===== config.mk =====
export PLATFORM = sky130hd
export DESIGN_NAME = mps_walk
export DESIGN_NICKNAME = d
export VERILOG_FILES = /design/src/rtl/mps_pkg.sv /design/src/rtl/mps_walk.sv
export SDC_FILE = /design/constraint.sdc
export NUM_CORES = 1
export LEC_CHECK = 0
export BUFFER_PORTS_ARGS = -buffer_cell sky130_fd_sc_hd__buf_2
export CAP_MARGIN = 20
export CORE_UTILIZATION = 40
export CTS_BUF_LIST = sky130_fd_sc_hd__clkbuf_8
export DETAILED_ROUTE_END_ITERATION = 10
export MAX_ROUTING_LAYER = met4
export PLACE_DENSITY = 0.59
export SYNTH_ARGS = -nofsm -noshare
export SYNTH_HDL_FRONTEND = slang
export SYNTH_SLANG_ARGS = --single-unit

===== constraint.sdc =====
create_clock -name clk -period 12.1 [get_ports clk]
set_input_delay 3.025 -clock clk [delete_from_list [all_inputs] [get_ports clk]]
set_output_delay 3.025 -clock clk [all_outputs]
set_load 0.005 [all_outputs]

===== src/rtl/mps_pkg.sv =====
// Shared widths, codes and types for the Moran process step block.
package mps_pkg;

    localparam int MAX_POPULATION_DEF = 128;
    localparam int FITNESS_BITS_DEF   = 10;
    localparam int MAX_TYPES_DEF      = 256;

    localparam int OP_W       = 2;
    localparam int ENTRY_W    = 7;
    localparam int FIT_IN_W   = 10;
    localparam int TYPE_IN_W  = 8;
    localparam int DRAW_W     = 14;
    localparam int STATUS_W   = 2;
    localparam int CNT_OUT_W  = 8;
    localparam int POP_SIZE_W = 8;

    localparam int DRAW_SCALE = 10000;
    localparam logic [DRAW_W-1:0]     DRAW_MAX       = 14'd9999;
    localparam logic [POP_SIZE_W-1:0] POP_SIZE_RESET = 8'd100;

    localparam logic [OP_W-1:0] OP_CLEAR = 2'd0;
    localparam logic [OP_W-1:0] OP_LOAD  = 2'd1;
    localparam logic [OP_W-1:0] OP_STEP  = 2'd2;

    localparam logic [STATUS_W-1:0] ST_OK           = 2'd0;
    localparam logic [STATUS_W-1:0] ST_BAD_INDEX    = 2'd1;
    localparam logic [STATUS_W-1:0] ST_ZERO_FITNESS = 2'd2;
    localparam logic [STATUS_W-1:0] ST_NO_TYPE_ID   = 2'd3;

    typedef struct packed {
        logic clr;
        logic en;
        logic scaled;
    } walk_ctl_t;

endpackage


===== src/rtl/mps_walk.sv =====
// Shared accumulate-and-compare unit used by the fitness sum and roulette passes.
module mps_walk
    import mps_pkg::*;
#(
    parameter int MAX_POPULATION = MAX_POPULATION_DEF,
    parameter int FITNESS_BITS   = FITNESS_BITS_DEF
)(
    input  logic                 clk,
    input  walk_ctl_t            ctl,
    input  logic [FITNESS_BITS-1:0] fit,
    input  logic [FITNESS_BITS + ((MAX_POPULATION > 1) ? $clog2(MAX_POPULATION) : 1)
                  + DRAW_W - 1:0] limit,
    output logic [FITNESS_BITS + ((MAX_POPULATION > 1) ? $clog2(MAX_POPULATION) : 1)
                  + DRAW_W - 1:0] acc,
    output logic                 hit
);

    localparam int IDX_W = (MAX_POPULATION > 1) ? $clog2(MAX_POPULATION) : 1;
    localparam int ACC_W = FITNESS_BITS + IDX_W + DRAW_W;

    logic [ACC_W-1:0] acc_reg;
    logic [ACC_W-1:0] acc_next;
    logic [ACC_W-1:0] addend;

    // Roulette pass works on prefix * scale so the draw threshold needs no divide
    assign addend   = ctl.scaled ? (ACC_W'(fit) * ACC_W'(DRAW_SCALE)) : ACC_W'(fit);
    assign acc_next = acc_reg + addend;
    assign hit      = acc_next > limit;
    assign acc      = acc_reg;

    always_ff @(posedge clk)
    begin
        if (ctl.clr)
        begin
            acc_reg <= '0;
        end
        else if (ctl.en)
        begin
            acc_reg <= acc_next;
        end
    end

endmodule


==> impl_metrics.toml, run 1 <==
[drt]
wire_per_inst_um = 15.2
via_per_inst = 5.29
wirelength_um = 13300
drt_iter0_drc = 184
route.detailed.drc = 0
detail_route.first_pass.iterations = 4
ant_nets = 0
via_count = 4622

[placed_design]
dpl.hpwl_um = 10700
place_ws_ns = -0.249
portBuffers = 76
place_congestion = 0.876

[grt]
overflow = 0
grt_pass1_vias = 4603
grt_usage = 0.213
busiest_layer = "met2"
use_met2 = 0.373
grt_pass1_wl_um = 21400
gr-usage-met1 = 0.270
antenna_found_initial = 0
use_met3 = 0.0177
grt_max_degree = 39

[yosys]
synth.top_cell.area_share = 0.271
synth_flop_cell = "dfxtp_1"
synth_area_leaders = "ha_1, dfxtp_1, fa_1"
ys_types = 51
synthCells = 615
yosys-top-cells-count = "ha_1, inv_1, nor2_1"
yosysMostFrequentCell = "ha_1"
synthArstFlopShare = 0
synth-seq-cells = 31
yosysTopAreaCell = "ha_1"
synth_fp_nets = 785
avgSynthCellArea_sq_um = 8.02
yosys_warnings = 0
yosysSeqAreaShare = 0.126
syn_area_sq_um = 4930
synth-edff-count = 0

[sta]
clock.fmax_mhz = 84.5
final.setup.worst_slack_ns = 0.268
hold_viol = 0
skew_ns = 0.0108
fin_crit_ns = 11.83
fin_crit_sh = 0.978
fin_hold_ws_ns = 0.518
slew_headroom = 0.447
worstMarginPinSlew_ns = 0.830
setup_violations = 0
slew_viol_final = 0

[finish]
syn_to_final_growth_pct = 25.6
diodes = 0
nFillCells = 1178
nets = 896
layout-drive-gt1-share = 0.265
largest_reg_flops = 31
multi_input_area_sq_um = 4240
regArea_sq_um = 621

[clocking]
clk_latency_ns = 0.30
path_clk_slew_ns = 0.07
cts_num_sinks = 31
cts.hold.buffers_added = 0
cts_tree = "yes"
root_buffer = "clkbuf_8"
cts_made_buffers = 5
clock_path_buffers = 2
cts_htree_levels = 2

[floorplan]
die_w_um = 113
initial_core_util = 0.411
core_sq_um = 12000
die_height_um = 113
io_pins = 77
dieArea_sq_um = 12800
num_rows = 40

[critical_path]
crit_path_max_fanout = 4
cp-end-kind = "output pin"
arrival_ns = 8.81
path_delay_family = "adder cells"
path_buf_inv = 9
cp-start-kind = "input port"
path_class = "in -> out"
cpMostUsedCell = "ha_1"
cpPeakStageDelay_ns = 0.54
required_ns = 9.07
r2r_start = "acc[0]"
critical_path.slowest_cell = "fa_1"
critPathLaunch = "fit[6]"

[job]
drv_cap = 0

[pwr]
power_leakage_nw = 3.35
pwr_density_cell_nw_per_um2 = 181
ir_worst_vdd_uv = 76.0

[status]
status = "completed"

[worst_hold_path]
worstHoldStart = "acc[2]"
min_path_type = "reg -> reg"
-- area by class of cell --
type / instances / area share
inverter: 90 / 0.0545
timing repair buffer: 121 / 0.118
tap: 147 / 0.0297
sequential: 31 / 0.100
clock buffer: 5 / 0.0111
clock inverter: 3 / 0.00202
multi-input combinational: 477 / 0.685
-- worst reg2reg max path: cells and delay by family (launching register included) --
| family | cells | cell delay [ns] |
|---|---|---|
| AO/OA/AOI/OAI | 6 | 1.18 |
| AND/OR/NAND/NOR | 2 | 0.55 |
| adder cells (fa/ha/maj) | 2 | 0.50 |
| buffers and inverters | 3 | 0.41 |
| flip-flops | 1 | 0.36 |
-- path summary, 6_finish.rpt --
check	end	slack, ns	cells past startpoint
max	hit	0.27	34
min reg2reg	acc[2]	0.52	2
min	acc[2]	0.52	2
max reg2reg	acc[30]	9.05	13
-- metrics by stage --
| step | power (mW) | cells | utilization | instance area, sq um | TNS, ns |
|---|---|---|---|---|---|
| after floorplan | 0.666 | 615 | - | 4930 | 0 |
| after detailed placement | 0.893 | 862 | 0.475 | 5710 | -0.249 |
| after global placement | 0.875 | 862 | 0.475 | 5710 | -0.179 |
| final | 1.12 | 874 | 0.516 | 6200 | 0 |
| after global routing | 1.23 | 874 | 0.516 | 6200 | -0.0545 |
| after CTS | 1.00 | 872 | 0.489 | 5870 | 0 |
-- logic make-up (layout without fill, tap and decap cells) --
group | after synthesis | count (layout) | synth area share
buffers and inverters | 107 | 219 | 0.0880
and+or+nand+nor | 152 | 152 | 0.142
adders and majority gates | 125 | 125 | 0.344
xor gates and xnor gates | 43 | 43 | 0.0764
DFF | 31 | 31 | 0.126
AOI/OAI and AO/OA | 137 | 137 | 0.183
muxes | 20 | 20 | 0.0408
-- power by group --
group,switching [mW],internal (mW)
registers,0.0221,0.122
clock network,0.0456,0.0387
logic,0.479,0.413
-- cells in the final DEF (no fill, tap or decap), drive strengths merged, types with 3 or more instances in the layout --
cell    instances
o21ai          28
xnor2          24
ha            107
inv            91
nor3            7
o211ai          8
o21bai          7
buf           121
and2            3
a211oi          4
clkbuf          5
dfxtp          31
nand3           9
or4             4
a21oi          40
nand2          37
fa             18
a21o           26
nand4          12
xor2           19
nand4b          3
mux2i          19
and3            6
a221oi          4
nor2           62
o21a            5
-- per-layer routing --
layer	vias to the layer above	part of all wire
li1	2351	-
met1	2194	0.48
met2	70	0.49
met3	7	0.022
met4	0	0.0082
met5	-	0
-- timing repair --
action                     in CTS  in global routing
buffers inserted                2                  2
pin swaps                      18                 34
gates resized for setup        18                 61
setup endpoints to repair       1                  1
Note: power is estimated with default switching activity, not from simulation.
==> run 2: changes to the inputs <==
- CORE_MARGIN: default -> 1
- PLACE_DENSITY: 0.59 -> 0.57
- clock period: 12.1 -> 12.8 ns (I/O delays scaled with it)
==> run 2 against run 1 <==
  * Final area down 7.6%
  * Clock skew increased by 0.0063 ns
  * Sequential share of layout area increased by 0.82 points
  * Utilization fell by 3.9 points
  * Final cell count decreased by 3.9%
  * Setup slack better by 0.097 ns
  * Total power down 16%
  * Register-to-register slack gained 0.69 ns
  * First-iteration DRC count rose by 32%
  * Flip-flop and latch count unchanged
  * Die area unchanged
  * Sequential power fell by 6%
==> impl_metrics.toml, run 2 (same netlist as run 1, synthesis figures left out) <==
[grt]
antenna_found_initial = 0
grt_max_degree = 39
overflow = 0
grt_usage = 0.200
grt_pass1_vias = 4115
grt_pass1_wl_um = 19600

[pwr]
ir_worst_vdd_uv = 66.8
total_power_mw = 0.943
pwr_density_cell_nw_per_um2 = 165
power_leakage_nw = 3.19

[drt]
via_count = 4428
wirelength_um = 12500
route.detailed.drc = 0
wire_per_inst_um = 14.9
via_per_inst = 5.27
detail_route.first_pass.iterations = 4
ant_nets = 0
drt_iter0_drc = 243

[clocking]
root_buffer = "clkbuf_8"
cts_htree_levels = 2
clk_latency_ns = 0.30
path_clk_slew_ns = 0.07
clock_path_buffers = 2
cts_made_buffers = 5
cts_tree = "yes"
cts_num_sinks = 31

[status]
status = "completed"

[finish]
final_common_cell = "ha_1"
syn_to_final_growth_pct = 16.1
diodes = 0
layout-drive-gt1-share = 0.182
final_cell_count_no_fill = 840
final_cell_mix = "ha_1, inv_1, buf_2, nor2_1, nand2_1"
nets = 862
largest_reg_flops = 31

[critical_path]
crit_path_max_fanout = 7
r2r_cells = 10
cpPeakStageDelay_ns = 0.52
arrival_ns = 9.23
path_class = "in -> out"
cp-end-kind = "output pin"
critical_path.slowest_cell = "fa_1"
cp-start-kind = "input port"
required_ns = 9.60

[placed_design]
dpl.hpwl_um = 10400
place_congestion = 0.917
dpl.cell_count = 830
portBuffers = 76

[floorplan]
die_height_um = 113
initial_core_util = 0.411
io_pins = 77
num_rows = 40
die_w_um = 113
core_sq_um = 12000
dieArea_sq_um = 12800

[sta]
slew_viol_final = 0
clock.fmax_mhz = 80.4
fin_crit_ns = 12.43
fin_crit_sh = 0.971
setup_violations = 0
skew_ns = 0.0171
fin_hold_ws_ns = 0.514
hold_viol = 0
worstMarginPinSlew_ns = 0.856
slew_headroom = 0.429
tns_ns = 0

[job]
drv_cap = 0

[worst_hold_path]
min_path_type = "reg -> reg"
hold_depth = 2
==> run 2: layer usage <==
layer | global-route usage | part of all wire | wire length (um) | up-vias
met5 | - | 0 | 0 | -
li1 | - | - | - | 2282
met2 | 0.327 | 0.47 | 5850 | 99
met4 | 0.0596 | 0.021 | 267 | 0
met3 | 0.0209 | 0.032 | 395 | 20
met1 | 0.259 | 0.48 | 5970 | 2027
==> run 2: report_power, final <==
part	internal, mW	total [mW]	switching (mW)
registers	0.115	0.135	0.0193
logic	0.307	0.702	0.394
clock network	0.0631	0.106	0.0433
==> run 2: area by class of cell <==
class                      instances  area (sq um)
clock buffer                       6          82.6
inverter                          90           338
sequential                        31           621
tap                              147           184
timing repair buffer              87           463
fill                            1211          6290
clock inverter                     2          35.0
multi-input combinational        477          4000
==> run 2: critical path: cells and delay by family <==
| family | cells | cell delay (ns) |
|---|---|---|
| compound gates | 13 | 1.99 |
| buf+inv | 8 | 0.73 |
| fa+ha+maj | 8 | 2.80 |
| xor+xnor | 2 | 0.24 |
| simple gates | 3 | 0.28 |
==> run 2: timing repair <==
item,in CTS,in global routing
setup endpoints to repair,0,1
setup buffers,0,2
hold buffers,0,0
gates resized for setup,0,29
==> run 2: through the flow <==
step                utilization  instance area (sq um)  setup slack, ns
finish                    0.477                   5730            0.365
global placement          0.455                   5470           0.0935
global route              0.477                   5730          -0.0201
detailed placement        0.455                   5470           0.0613
CTS                       0.465                   5590           0.0291
floorplan                     -                   4930            0.358
==> run 2: path summary, 6_finish.rpt <==
kind              slack (ns)    from  endpoint
setup / recovery        0.37  fit[5]       hit
hold / removal          0.51  acc[2]    acc[2]
setup reg to reg        9.74  acc[0]   acc[20]
hold reg to reg         0.51  acc[2]    acc[2]
